### config.mk
export PLATFORM = sky130hd
export DESIGN_NAME = lorenz_euler_step
export DESIGN_NICKNAME = d
export VERILOG_FILES = /design/src/rtl/core/les_pkg.sv /design/src/rtl/core/les_mul.sv /design/src/rtl/core/les_dp.sv /design/src/rtl/core/les_ctrl.sv /design/src/rtl/core/lorenz_euler_step.sv
export SDC_FILE = /design/constraint.sdc
export NUM_CORES = 2
export LEC_CHECK = 0
export BUFFER_PORTS_ARGS = -buffer_cell sky130_fd_sc_hd__buf_2
export CAP_MARGIN = 10
export CORE_ASPECT_RATIO = 1.75
export CORE_MARGIN = 1
export CORE_UTILIZATION = 40
export CTS_BUF_LIST = sky130_fd_sc_hd__clkbuf_8
export CTS_CLUSTER_DIAMETER = 150
export DETAILED_ROUTE_END_ITERATION = 7
export GPL_TIMING_DRIVEN = 0
export PLACE_DENSITY = 0.55
export RECOVER_POWER = 50
export SKIP_CTS_REPAIR_TIMING = 1
export SLEW_MARGIN = 20
export SYNTH_ARGS = -nofsm -noshare
export SYNTH_HDL_FRONTEND = slang
export SYNTH_SLANG_ARGS = --single-unit
### constraint.sdc
create_clock -name clk -period 9.7 [get_ports clk]
set_clock_uncertainty 0.15 [all_clocks]
set_input_delay 1.94 -clock clk [delete_from_list [all_inputs] [get_ports clk]]
set_output_delay 1.94 -clock clk [all_outputs]
set_load 0.03 [all_outputs]
### src/rtl/core/les_pkg.sv
// ----------------------------------------------------------------------------
// les_pkg
// Shared widths, register codes, controller/datapath bundles and the
// saturating fixed-point helpers of the Lorenz Euler step block.
// ----------------------------------------------------------------------------
package les_pkg;

	// word format of the point and of all intermediate values
	localparam int WORD_BITS = 40;
	localparam int FRAC_BITS = 28;
	localparam int HALF_BITS = WORD_BITS / 2;
	localparam int HI_BITS   = WORD_BITS - HALF_BITS;
	localparam int PROD_BITS = 2 * WORD_BITS;

	// port field widths
	localparam int IO_BITS    = 40;
	localparam int CNT_BITS   = 20;
	localparam int COEF_BITS  = 39;
	localparam int SMALL_BITS = 29;
	localparam int EXT_BITS   = IO_BITS + WORD_BITS;

	localparam int IN_DATA_BITS  = ((3 * IO_BITS + 7) / 8) * 8;
	localparam int OUT_RAW_BITS  = 3 * IO_BITS + CNT_BITS + 3;
	localparam int OUT_DATA_BITS = ((OUT_RAW_BITS + 7) / 8) * 8;

	localparam int CFG_IDX_BITS  = 3;
	localparam int CFG_DATA_BITS = 39;

	localparam logic signed [WORD_BITS-1:0] WMAX = {1'b0, {(WORD_BITS-1){1'b1}}};
	localparam logic signed [WORD_BITS-1:0] WMIN = {1'b1, {(WORD_BITS-1){1'b0}}};

	// register indexes
	localparam logic [CFG_IDX_BITS-1:0] REG_SIGMA     = 3'd0;
	localparam logic [CFG_IDX_BITS-1:0] REG_RHO       = 3'd1;
	localparam logic [CFG_IDX_BITS-1:0] REG_BETA      = 3'd2;
	localparam logic [CFG_IDX_BITS-1:0] REG_STEP_H    = 3'd3;
	localparam logic [CFG_IDX_BITS-1:0] REG_TOLERANCE = 3'd4;
	localparam logic [CFG_IDX_BITS-1:0] REG_MAX_STEPS = 3'd5;

	// register reset values
	localparam logic [COEF_BITS-1:0]  SIGMA_RST = 39'd2684354560;
	localparam logic [COEF_BITS-1:0]  RHO_RST   = 39'd5368709120;
	localparam logic [COEF_BITS-1:0]  BETA_RST  = 39'd715827883;
	localparam logic [SMALL_BITS-1:0] STEP_RST  = 29'd268435;
	localparam logic [SMALL_BITS-1:0] TOL_RST   = 29'd2684;
	localparam logic [CNT_BITS-1:0]   MAX_RST   = 20'd100000;

	// item kinds
	localparam logic KIND_LOAD = 1'b0;
	localparam logic KIND_STEP = 1'b1;

	// multiply operations, issued in this order
	localparam logic [2:0] OP_DX = 3'd0;
	localparam logic [2:0] OP_M1 = 3'd1;
	localparam logic [2:0] OP_M2 = 3'd2;
	localparam logic [2:0] OP_M3 = 3'd3;
	localparam logic [2:0] OP_IX = 3'd4;
	localparam logic [2:0] OP_IY = 3'd5;
	localparam logic [2:0] OP_IZ = 3'd6;

	typedef struct packed {
		logic       load;
		logic       clear;
		logic       diff;
		logic       mul_start;
		logic [2:0] op;
		logic       update;
		logic       out_load;
	} les_cmd_t;

	typedef struct packed {
		logic can_step;
		logic mul_done;
	} les_stat_t;

	typedef struct packed {
		logic signed [WORD_BITS-1:0] value;
		logic                        sat;
	} sres_t;

	// a + b or a - b, clipped to the word range
	function automatic sres_t sat_sum(input logic signed [WORD_BITS-1:0] a,
			input logic signed [WORD_BITS-1:0] b, input logic sub);
		logic signed [WORD_BITS:0] ae;
		logic signed [WORD_BITS:0] be;
		logic signed [WORD_BITS:0] s;
		sres_t r;
		ae = {a[WORD_BITS-1], a};
		be = {b[WORD_BITS-1], b};
		s = sub ? (ae - be) : (ae + be);
		r.sat = s[WORD_BITS] != s[WORD_BITS-1];
		if (r.sat) begin
			r.value = s[WORD_BITS] ? WMIN : WMAX;
		end else begin
			r.value = s[WORD_BITS-1:0];
		end
		return r;
	endfunction

	// coefficient register to word, clipped silently
	function automatic logic signed [WORD_BITS-1:0] to_coef(input logic [COEF_BITS-1:0] v);
		logic [COEF_BITS+WORD_BITS-1:0] ve;
		logic [COEF_BITS+WORD_BITS-1:0] wm;
		ve = {{WORD_BITS{1'b0}}, v};
		wm = {{COEF_BITS{1'b0}}, WMAX};
		if (ve > wm) begin
			return WMAX;
		end
		return signed'(ve[WORD_BITS-1:0]);
	endfunction

	// start value to word, clipped with flag
	function automatic sres_t load_word(input logic signed [IO_BITS-1:0] v);
		logic signed [EXT_BITS-1:0] ve;
		logic signed [EXT_BITS-1:0] mx;
		logic signed [EXT_BITS-1:0] mn;
		sres_t r;
		ve = EXT_BITS'(v);
		mx = EXT_BITS'(WMAX);
		mn = EXT_BITS'(WMIN);
		r.sat = 1'b0;
		r.value = WORD_BITS'(ve);
		if (ve > mx) begin
			r.sat = 1'b1;
			r.value = WMAX;
		end else if (ve < mn) begin
			r.sat = 1'b1;
			r.value = WMIN;
		end
		return r;
	endfunction

	// strict |v| < tol
	function automatic logic is_small(input logic signed [WORD_BITS-1:0] v,
			input logic [SMALL_BITS-1:0] tol);
		logic signed [WORD_BITS:0] ve;
		logic signed [WORD_BITS:0] te;
		ve = {v[WORD_BITS-1], v};
		te = signed'({{(WORD_BITS+1-SMALL_BITS){1'b0}}, tol});
		return (ve < te) && (ve > -te);
	endfunction

endpackage

### src/rtl/core/les_mul.sv
// ----------------------------------------------------------------------------
// les_mul
// Iterative fixed-point multiplier: sign-magnitude product built from two
// half-width partial products, rounded half away from zero and saturated.
// ----------------------------------------------------------------------------
module les_mul import les_pkg::*; (
	input  logic                        clk,
	input  logic                        arst_n,
	input  logic                        start,
	input  logic signed [WORD_BITS-1:0] a,
	input  logic signed [WORD_BITS-1:0] b,
	output logic signed [WORD_BITS-1:0] res,
	output logic                        sat,
	output logic                        done
);

	localparam logic [2:0] PH_IDLE = 3'd0;
	localparam logic [2:0] PH_LO   = 3'd1;
	localparam logic [2:0] PH_HI   = 3'd2;
	localparam logic [2:0] PH_SUM  = 3'd3;
	localparam logic [2:0] PH_RND  = 3'd4;
	localparam logic [2:0] PH_DONE = 3'd5;

	localparam logic [PROD_BITS-1:0] RND_ONE = PROD_BITS'(1) << (FRAC_BITS - 1);
	localparam logic [PROD_BITS-1:0] LIM_POS = PROD_BITS'(WMAX) & ((PROD_BITS'(1) << WORD_BITS) - 1'b1);
	localparam logic [PROD_BITS-1:0] LIM_NEG = PROD_BITS'(1) << (WORD_BITS - 1);

	logic [2:0]                   phase_q;
	logic [WORD_BITS-1:0]         ua_q;
	logic [WORD_BITS-1:0]         ub_q;
	logic                         neg_q;
	logic [WORD_BITS+HI_BITS-1:0] pp_lo_q;
	logic [WORD_BITS+HI_BITS-1:0] pp_hi_q;
	logic [PROD_BITS-1:0]         sum_q;
	logic signed [WORD_BITS-1:0]  res_q;
	logic                         sat_q;

	logic [WORD_BITS-1:0]         ua_c;
	logic [WORD_BITS-1:0]         ub_c;
	logic [HI_BITS-1:0]           mb;
	logic [WORD_BITS+HI_BITS-1:0] pp;
	logic [PROD_BITS-1:0]         mag;
	logic [PROD_BITS-1:0]         lim;
	logic [PROD_BITS-1:0]         mag_c;

	// magnitudes; the most negative word maps to 2^(n-1), which still fits
	assign ua_c = a[WORD_BITS-1] ? (~a + 1'b1) : a;
	assign ub_c = b[WORD_BITS-1] ? (~b + 1'b1) : b;

	// one shared multiplier, low half of b first
	assign mb = (phase_q == PH_LO) ? HI_BITS'(ub_q[HALF_BITS-1:0])
		: ub_q[WORD_BITS-1:HALF_BITS];
	assign pp = (WORD_BITS+HI_BITS)'(ua_q) * (WORD_BITS+HI_BITS)'(mb);

	assign mag   = sum_q >> FRAC_BITS;
	assign lim   = neg_q ? LIM_NEG : LIM_POS;
	assign mag_c = (mag > lim) ? lim : mag;

	always_ff @(posedge clk or negedge arst_n) begin
		if (!arst_n) begin
			phase_q <= PH_IDLE;
		end else begin
			unique case (phase_q)
				PH_IDLE: if (start) phase_q <= PH_LO;
				PH_LO:   phase_q <= PH_HI;
				PH_HI:   phase_q <= PH_SUM;
				PH_SUM:  phase_q <= PH_RND;
				PH_RND:  phase_q <= PH_DONE;
				default: phase_q <= PH_IDLE;
			endcase
		end
	end

	always_ff @(posedge clk) begin
		if (phase_q == PH_IDLE && start) begin
			ua_q  <= ua_c;
			ub_q  <= ub_c;
			neg_q <= a[WORD_BITS-1] ^ b[WORD_BITS-1];
		end
		if (phase_q == PH_LO) begin
			pp_lo_q <= pp;
		end
		if (phase_q == PH_HI) begin
			pp_hi_q <= pp;
		end
		if (phase_q == PH_SUM) begin
			sum_q <= PROD_BITS'(pp_lo_q) + (PROD_BITS'(pp_hi_q) << HALF_BITS) + RND_ONE;
		end
		if (phase_q == PH_RND) begin
			sat_q <= mag > lim;
			res_q <= neg_q ? signed'(-mag_c[WORD_BITS-1:0]) : signed'(mag_c[WORD_BITS-1:0]);
		end
	end

	assign res  = res_q;
	assign sat  = sat_q;
	assign done = phase_q == PH_DONE;

endmodule

### src/rtl/core/les_dp.sv
// ----------------------------------------------------------------------------
// les_dp
// Datapath: configuration registers, point and step state, derivative
// temporaries, the shared multiplier and the output register.
// ----------------------------------------------------------------------------
module les_dp import les_pkg::*; (
	input  logic                     clk,
	input  logic                     arst_n,
	input  les_cmd_t                 cmd,
	output les_stat_t                stat,
	input  logic [IN_DATA_BITS-1:0]  s_tdata,
	input  logic                     cfg_we,
	input  logic [CFG_IDX_BITS-1:0]  cfg_index,
	input  logic [CFG_DATA_BITS-1:0] cfg_data,
	output logic [OUT_DATA_BITS-1:0] m_tdata
);

	logic [COEF_BITS-1:0]  sigma_q;
	logic [COEF_BITS-1:0]  rho_q;
	logic [COEF_BITS-1:0]  beta_q;
	logic [SMALL_BITS-1:0] step_h_q;
	logic [SMALL_BITS-1:0] tol_q;
	logic [CNT_BITS-1:0]   max_q;

	logic signed [WORD_BITS-1:0] px_q, py_q, pz_q;
	logic [CNT_BITS-1:0]         steps_q;
	logic                        halted_q;
	logic                        sat_q;

	logic signed [WORD_BITS-1:0] d1_q, d2_q, dx_q, dy_q, m2_q, dz_q;
	logic signed [WORD_BITS-1:0] ix_q, iy_q, iz_q;
	logic [2:0]                  op_q;
	logic [OUT_DATA_BITS-1:0]    out_q;

	logic signed [WORD_BITS-1:0] sg, rh, bt, hw;
	logic signed [WORD_BITS-1:0] mul_a, mul_b, mul_res;
	logic                        mul_sat, mul_done;
	sres_t lx, ly, lz, sd1, sd2, dysub, dzsub, ax, ay, az;
	logic                        sat_ev;
	logic                        limit;

	assign sg = to_coef(sigma_q);
	assign rh = to_coef(rho_q);
	assign bt = to_coef(beta_q);
	assign hw = signed'(WORD_BITS'(step_h_q));

	assign lx = load_word(signed'(s_tdata[IO_BITS-1:0]));
	assign ly = load_word(signed'(s_tdata[2*IO_BITS-1:IO_BITS]));
	assign lz = load_word(signed'(s_tdata[3*IO_BITS-1:2*IO_BITS]));

	assign sd1   = sat_sum(py_q, px_q, 1'b1);
	assign sd2   = sat_sum(rh, pz_q, 1'b1);
	assign dysub = sat_sum(mul_res, py_q, 1'b1);
	assign dzsub = sat_sum(m2_q, mul_res, 1'b1);
	assign ax    = sat_sum(px_q, ix_q, 1'b0);
	assign ay    = sat_sum(py_q, iy_q, 1'b0);
	assign az    = sat_sum(pz_q, iz_q, 1'b0);

	always_comb begin
		unique case (cmd.op)
			OP_DX: begin mul_a = sg;   mul_b = d1_q; end
			OP_M1: begin mul_a = px_q; mul_b = d2_q; end
			OP_M2: begin mul_a = px_q; mul_b = py_q; end
			OP_M3: begin mul_a = bt;   mul_b = pz_q; end
			OP_IX: begin mul_a = hw;   mul_b = dx_q; end
			OP_IY: begin mul_a = hw;   mul_b = dy_q; end
			OP_IZ: begin mul_a = hw;   mul_b = dz_q; end
			default: begin mul_a = '0; mul_b = '0; end
		endcase
	end

	les_mul u_mul (
		.clk    (clk),
		.arst_n (arst_n),
		.start  (cmd.mul_start),
		.a      (mul_a),
		.b      (mul_b),
		.res    (mul_res),
		.sat    (mul_sat),
		.done   (mul_done)
	);

	// clip events of this cycle
	always_comb begin
		sat_ev = 1'b0;
		if (cmd.diff) begin
			sat_ev = sd1.sat | sd2.sat;
		end
		if (mul_done) begin
			sat_ev = mul_sat | ((op_q == OP_M1) & dysub.sat) | ((op_q == OP_M3) & dzsub.sat);
		end
		if (cmd.update) begin
			sat_ev = ax.sat | ay.sat | az.sat;
		end
	end

	always_ff @(posedge clk or negedge arst_n) begin
		if (!arst_n) begin
			sigma_q  <= SIGMA_RST;
			rho_q    <= RHO_RST;
			beta_q   <= BETA_RST;
			step_h_q <= STEP_RST;
			tol_q    <= TOL_RST;
			max_q    <= MAX_RST;
		end else if (cfg_we) begin
			unique case (cfg_index)
				REG_SIGMA:     sigma_q  <= cfg_data[COEF_BITS-1:0];
				REG_RHO:       rho_q    <= cfg_data[COEF_BITS-1:0];
				REG_BETA:      beta_q   <= cfg_data[COEF_BITS-1:0];
				REG_STEP_H:    step_h_q <= cfg_data[SMALL_BITS-1:0];
				REG_TOLERANCE: tol_q    <= cfg_data[SMALL_BITS-1:0];
				REG_MAX_STEPS: max_q    <= cfg_data[CNT_BITS-1:0];
				default: ;
			endcase
		end
	end

	always_ff @(posedge clk or negedge arst_n) begin
		if (!arst_n) begin
			px_q     <= '0;
			py_q     <= '0;
			pz_q     <= '0;
			steps_q  <= '0;
			halted_q <= 1'b0;
			sat_q    <= 1'b0;
		end else if (cmd.load) begin
			px_q     <= lx.value;
			py_q     <= ly.value;
			pz_q     <= lz.value;
			steps_q  <= '0;
			halted_q <= 1'b0;
			sat_q    <= lx.sat | ly.sat | lz.sat;
		end else begin
			if (cmd.clear) begin
				sat_q <= 1'b0;
			end else begin
				sat_q <= sat_q | sat_ev;
			end
			if (cmd.update) begin
				px_q    <= ax.value;
				py_q    <= ay.value;
				pz_q    <= az.value;
				steps_q <= steps_q + 1'b1;
				// sticky until the next load
				if (is_small(ix_q, tol_q) && is_small(iy_q, tol_q) && is_small(iz_q, tol_q)) begin
					halted_q <= 1'b1;
				end
			end
		end
	end

	always_ff @(posedge clk) begin
		if (cmd.diff) begin
			d1_q <= sd1.value;
			d2_q <= sd2.value;
		end
		if (cmd.mul_start) begin
			op_q <= cmd.op;
		end
		if (mul_done) begin
			unique case (op_q)
				OP_DX: dx_q <= mul_res;
				OP_M1: dy_q <= dysub.value;
				OP_M2: m2_q <= mul_res;
				OP_M3: dz_q <= dzsub.value;
				OP_IX: ix_q <= mul_res;
				OP_IY: iy_q <= mul_res;
				OP_IZ: iz_q <= mul_res;
				default: ;
			endcase
		end
		if (cmd.out_load) begin
			out_q <= OUT_DATA_BITS'({sat_q, limit, halted_q, steps_q,
				IO_BITS'(pz_q), IO_BITS'(py_q), IO_BITS'(px_q)});
		end
	end

	assign limit = steps_q >= max_q;

	assign stat.can_step = !halted_q && (steps_q < max_q);
	assign stat.mul_done = mul_done;
	assign m_tdata       = out_q;

endmodule

### src/rtl/core/les_ctrl.sv
// ----------------------------------------------------------------------------
// les_ctrl
// Controller: accepts items, sequences the difference, the seven multiplies
// and the point update, and owns the output valid.
// ----------------------------------------------------------------------------
module les_ctrl import les_pkg::*; (
	input  logic      clk,
	input  logic      arst_n,
	input  logic      s_tvalid,
	input  logic      s_tuser,
	output logic      s_tready,
	output logic      m_tvalid,
	input  logic      m_tready,
	input  les_stat_t stat,
	output les_cmd_t  cmd
);

	localparam logic [2:0] S_IDLE      = 3'd0;
	localparam logic [2:0] S_DIFF      = 3'd1;
	localparam logic [2:0] S_MUL_ISSUE = 3'd2;
	localparam logic [2:0] S_MUL_WAIT  = 3'd3;
	localparam logic [2:0] S_UPDATE    = 3'd4;
	localparam logic [2:0] S_FINISH    = 3'd5;

	logic [2:0] state_q, state_d;
	logic [2:0] op_q, op_d;
	logic       m_valid_q;

	always_comb begin
		state_d = state_q;
		op_d    = op_q;
		cmd     = '0;
		cmd.op  = op_q;
		unique case (state_q)
			S_IDLE: begin
				if (s_tvalid) begin
					if (s_tuser == KIND_LOAD) begin
						cmd.load = 1'b1;
						state_d  = S_FINISH;
					end else begin
						cmd.clear = 1'b1;
						// halted or at the limit: the item only clears the saturation flag
						state_d = stat.can_step ? S_DIFF : S_FINISH;
					end
				end
			end
			S_DIFF: begin
				cmd.diff = 1'b1;
				op_d     = OP_DX;
				state_d  = S_MUL_ISSUE;
			end
			S_MUL_ISSUE: begin
				cmd.mul_start = 1'b1;
				state_d       = S_MUL_WAIT;
			end
			S_MUL_WAIT: begin
				if (stat.mul_done) begin
					if (op_q == OP_IZ) begin
						state_d = S_UPDATE;
					end else begin
						op_d    = op_q + 1'b1;
						state_d = S_MUL_ISSUE;
					end
				end
			end
			S_UPDATE: begin
				cmd.update = 1'b1;
				state_d    = S_FINISH;
			end
			S_FINISH: begin
				if (!m_valid_q || m_tready) begin
					cmd.out_load = 1'b1;
					state_d      = S_IDLE;
				end
			end
			default: state_d = S_IDLE;
		endcase
	end

	always_ff @(posedge clk or negedge arst_n) begin
		if (!arst_n) begin
			state_q   <= S_IDLE;
			op_q      <= OP_DX;
			m_valid_q <= 1'b0;
		end else begin
			state_q <= state_d;
			op_q    <= op_d;
			if (cmd.out_load) begin
				m_valid_q <= 1'b1;
			end else if (m_tready) begin
				m_valid_q <= 1'b0;
			end
		end
	end

	assign s_tready = state_q == S_IDLE;
	assign m_tvalid = m_valid_q;

	a_done_in_wait: assert property (@(posedge clk) disable iff (!arst_n)
		stat.mul_done |-> state_q == S_MUL_WAIT)
		else $error("multiplier finished outside the wait state");

	a_skip_step: assert property (@(posedge clk) disable iff (!arst_n)
		(state_q == S_IDLE && s_tvalid && s_tuser == KIND_STEP && !stat.can_step)
		|=> state_q == S_FINISH)
		else $error("refused step did not go straight to the result");

	a_update_after_all: assert property (@(posedge clk) disable iff (!arst_n)
		state_q == S_UPDATE |-> op_q == OP_IZ)
		else $error("point update before the last increment");

endmodule

### src/rtl/core/lorenz_euler_step.sv
// ----------------------------------------------------------------------------
// lorenz_euler_step
// Forward Euler integrator of the Lorenz system in signed Q12.28 fixed point.
// ----------------------------------------------------------------------------
// One item at a time. A load item goes from acceptance to the finish state, where
// its result is registered once the output register is free; the block then
// returns to idle and can accept the next item. A step item passes through the
// difference state, seven multiplies on the single shared multiplier (each an
// issue, two half-width partial products, a sum, rounding and write-back), the
// point update and the finish state. A refused step (halted or at the step
// limit) is timed like a load.
// A result waits in the output register; the next item is accepted meanwhile,
// but its result is held back until the previous one is taken. Configuration
// is written through cfg_we/cfg_index/cfg_data; the user must write it only
// while the block is idle, as the block itself does not enforce this.
module lorenz_euler_step import les_pkg::*; (
	input  logic                     clk,
	input  logic                     arst_n,
	input  logic                     s_tvalid,
	output logic                     s_tready,
	input  logic [IN_DATA_BITS-1:0]  s_tdata,   // x_in, y_in, z_in
	input  logic                     s_tuser,   // kind
	output logic                     m_tvalid,
	input  logic                     m_tready,
	output logic [OUT_DATA_BITS-1:0] m_tdata,   // x_out, y_out, z_out, step_count,
	                                            // converged, limit_reached, saturated
	input  logic                     cfg_we,
	input  logic [CFG_IDX_BITS-1:0]  cfg_index,
	input  logic [CFG_DATA_BITS-1:0] cfg_data
);

	les_cmd_t  cmd;
	les_stat_t stat;

	les_ctrl u_ctrl (
		.clk      (clk),
		.arst_n   (arst_n),
		.s_tvalid (s_tvalid),
		.s_tuser  (s_tuser),
		.s_tready (s_tready),
		.m_tvalid (m_tvalid),
		.m_tready (m_tready),
		.stat     (stat),
		.cmd      (cmd)
	);

	les_dp u_dp (
		.clk       (clk),
		.arst_n    (arst_n),
		.cmd       (cmd),
		.stat      (stat),
		.s_tdata   (s_tdata),
		.cfg_we    (cfg_we),
		.cfg_index (cfg_index),
		.cfg_data  (cfg_data),
		.m_tdata   (m_tdata)
	);

endmodule

==> results.sh <==
export IMPL_cts_tree="yes"
export IMPL_initial_core_util_pct=40.26
export IMPL_worstSetupPathType="register to register"
export IMPL_regArea_mm2=0.03216
export IMPL_design_area_mm2=0.1037
export IMPL_crit_fanout=10
export IMPL_grt_pass1_vias=80410
export IMPL_nets=11520
export IMPL_syn_area_mm2=0.09360
export IMPL_max_cap_viol_count=8
export IMPL_core_area_mm2=0.2325
export IMPL_vias_per_cell=5.898
export IMPL_worstSkewPairLatency_ps=990
export IMPL_avgSynthCellArea_um2=10.09
export IMPL_synth_seq_area_share_pct=34.36
export IMPL_finalHoldViolCount=0
export IMPL_min_period_ps=9549
export IMPL_vias=77390
export IMPL_hold_class="register to register"
export IMPL_route_detailed_drc=6
export IMPL_ys_ff_latch=1127
export IMPL_setup_viol=0
export IMPL_detail_route_antenna_nets=0
export IMPL_yosysWarnings=0
export IMPL_start_kind="register"
export IMPL_grt_use_total_pct=37.31
export IMPL_grt_pass1_wl_um=610100
export IMPL_cts_clk_slew_worst_paths_ps=70
export IMPL_htree_num_levels=4
export IMPL_numClockSinks=1127
export IMPL_std_cell_rows=234
export IMPL_grt_max_degree=95
export IMPL_crit_arrival_ps=10010
export IMPL_wl_per_cell_um=33.82
export IMPL_ys_top_cells_by_count="inv_1, nand2_1, ha_1"
export IMPL_fmax_mhz=104.7
export IMPL_cp_required_ps=10160
export IMPL_synth_cell_types=125
export IMPL_fp_dieH_um=641.9
export IMPL_slew_headroom_pct=-259.3
export IMPL_syn_instance_count=9279
export IMPL_io_buffers=312
export IMPL_area_delta_synth_final_pct=10.81
export IMPL_slew_violations=366
export IMPL_synth_area_leader_cell="edfxtp_1"
export IMPL_gp_congestion=1.073
export IMPL_place_area_mm2=0.09997
export IMPL_drive_gt1_share_pct=10.98
export IMPL_async_flop_share_pct=30.79
export IMPL_routed_wl_um=443800
export IMPL_dr_first_iter_drc_count=6389
export IMPL_violations="DRC, capacitance limit, slew limit"
export IMPL_gr_total_overflow=0
export IMPL_largest_reg_flops=143
export IMPL_post_route_period_util_pct=98.45
export IMPL_fill_cells=22660
export IMPL_cts_buffers=185
export IMPL_grt_antenna_before_repair=60
export IMPL_status="finished with violations"
export IMPL_clockRootBuffer="clkbuf_8"
export IMPL_worst_pin_slew_ps=5390
export IMPL_synth_top_area_share_pct=25.03
export IMPL_die_area_mm2=0.2360
export IMPL_ys_flop_type="edfxtp_1"
export IMPL_multi_input_area_mm2=0.05609
export IMPL_fp_dieW_um=367.7
export IMPL_syn_nets=10940
export IMPL_pin_count=314
export IMPL_dp_hpwl_um=369800
export IMPL_max_clock_path_buffers=4
export IMPL_drtPass1Iterations=8
export IMPL_yosysMostFrequentCell="inv_1"
export IMPL_setup_worst_path_end_class="register"
export IMPL_synth_edf_count=780
export IMPL_synth_area_top_cells="edfxtp_1, fa_1, ha_1, dfrtp_1, inv_1"
[worst max-delay path, cell delays in order, from the launching register on]
cell and delay (ps):
dfrtp_2 460, nor3b_4 190, buf_4 190, clkbuf_16 170, mux2_2 410, buf_2 260, and2_1 230, fa_1 520
fa_1 550, fa_1 550, fa_1 550, fa_1 550, fa_1 570, inv_1 60, fa_1 540, inv_1 50
ha_2 450, and2_2 290, nand3_1 110, nor3_2 220, o311ai_2 210, a2111oi_4 320, buf_4 220, nor2_1 100
nor2b_1 150, nor2_1 50, o21bai_1 250, xor2_1 800
[area by class of cell]
| cell class | instances | share of cell area, % |
|---|---|---|
| Antenna cell | 53 | 0.1279 |
| Buffer | 423 | 1.854 |
| Clock buffer | 199 | 2.641 |
| Clock inverter | 129 | 0.7371 |
| Inverter | 1042 | 3.771 |
| Multi-Input combinational cell | 6682 | 54.08 |
| Sequential cell | 1127 | 31.01 |
| Tap cell | 3068 | 3.701 |
| Timing Repair Buffer | 399 | 2.077 |
[cells in the final DEF, fill, tap and decap left out, types with 57 or more instances in the layout]
master,netlist,final
inv_1,1042,1098
nand2_1,947,947
ha_1,804,797
edfxtp_1,780,780
fa_1,687,684
a21oi_1,646,642
o21ai_0,414,410
nor2_1,386,385
buf_2,41,360
and2_1,349,347
clkbuf_1,350,317
dfrtp_1,307,304
xnor2_1,280,273
a21o_1,248,248
clkbuf_8,0,199
mux2_2,189,179
xor2_1,160,158
nor3_1,114,113
nand4_1,109,109
nand3_1,103,103
a222oi_1,103,103
nor2b_1,102,102
nand2b_1,86,86
o21a_1,68,68
o21bai_1,57,57
[worst paths after layout]
path                                       startpoint                     end  slack, ps  depth (start not counted)
min in group asynchronous                      arst_n            u_dp.px_q[0]        920                          1
max in group asynchronous                      arst_n         u_dp.beta_q[34]       1130                          4
worst min register to register  u_dp.u_mul.phase_q[0]   u_dp.u_mul.phase_q[0]        330                          1
worst min-delay path            u_dp.u_mul.phase_q[0]   u_dp.u_mul.phase_q[0]        330                          1
worst max-delay path            u_dp.u_mul.phase_q[2]  u_dp.u_mul.pp_hi_q[34]        150                         27
worst max register to register  u_dp.u_mul.phase_q[2]  u_dp.u_mul.pp_hi_q[34]        150                         27
[per-layer routing]
layer	wire length (um)	vias to the layer above	track usage (%)
met3	25890	1408	5.588
met1	141900	38860	36.93
met2	214700	3495	63.10
met4	61220	6	42.12
li1	-	33610	-
met5	34	-	0
[cells by family after synthesis]
kind of cell | count (synthesis) | share of synthesized area, %
flops | 1127 | 34.36
fa+ha+maj | 1517 | 25.73
simple gates | 2426 | 12.62
xor+xnor | 443 | 4.182
buf+inv | 1470 | 6.060
other cells | 1 | 0.004007
mux | 204 | 2.438
compound gates | 2091 | 14.62
[per-stage QoR]
stage	utilization, %	setup WS (ps)	hold WS (ps)	std cells	TNS (ps)
2_1_floorplan	-	518.5	269.6	9279	0
3_3_place_gp	42.59	-4087	333.5	12660	-984220
3_5_place_dp	43.01	-2332	329.3	12720	-123830
4_1_cts	44.51	-2405	350.3	13050	-128670
5_1_grt	44.58	-12.33	337.4	13090	-20.95
6_report	44.61	150.5	330.3	13120	0
Power is left out: the tool's default activity adds up to more than one toggle a clock period on the data nets, which glitch-free logic cannot reach.
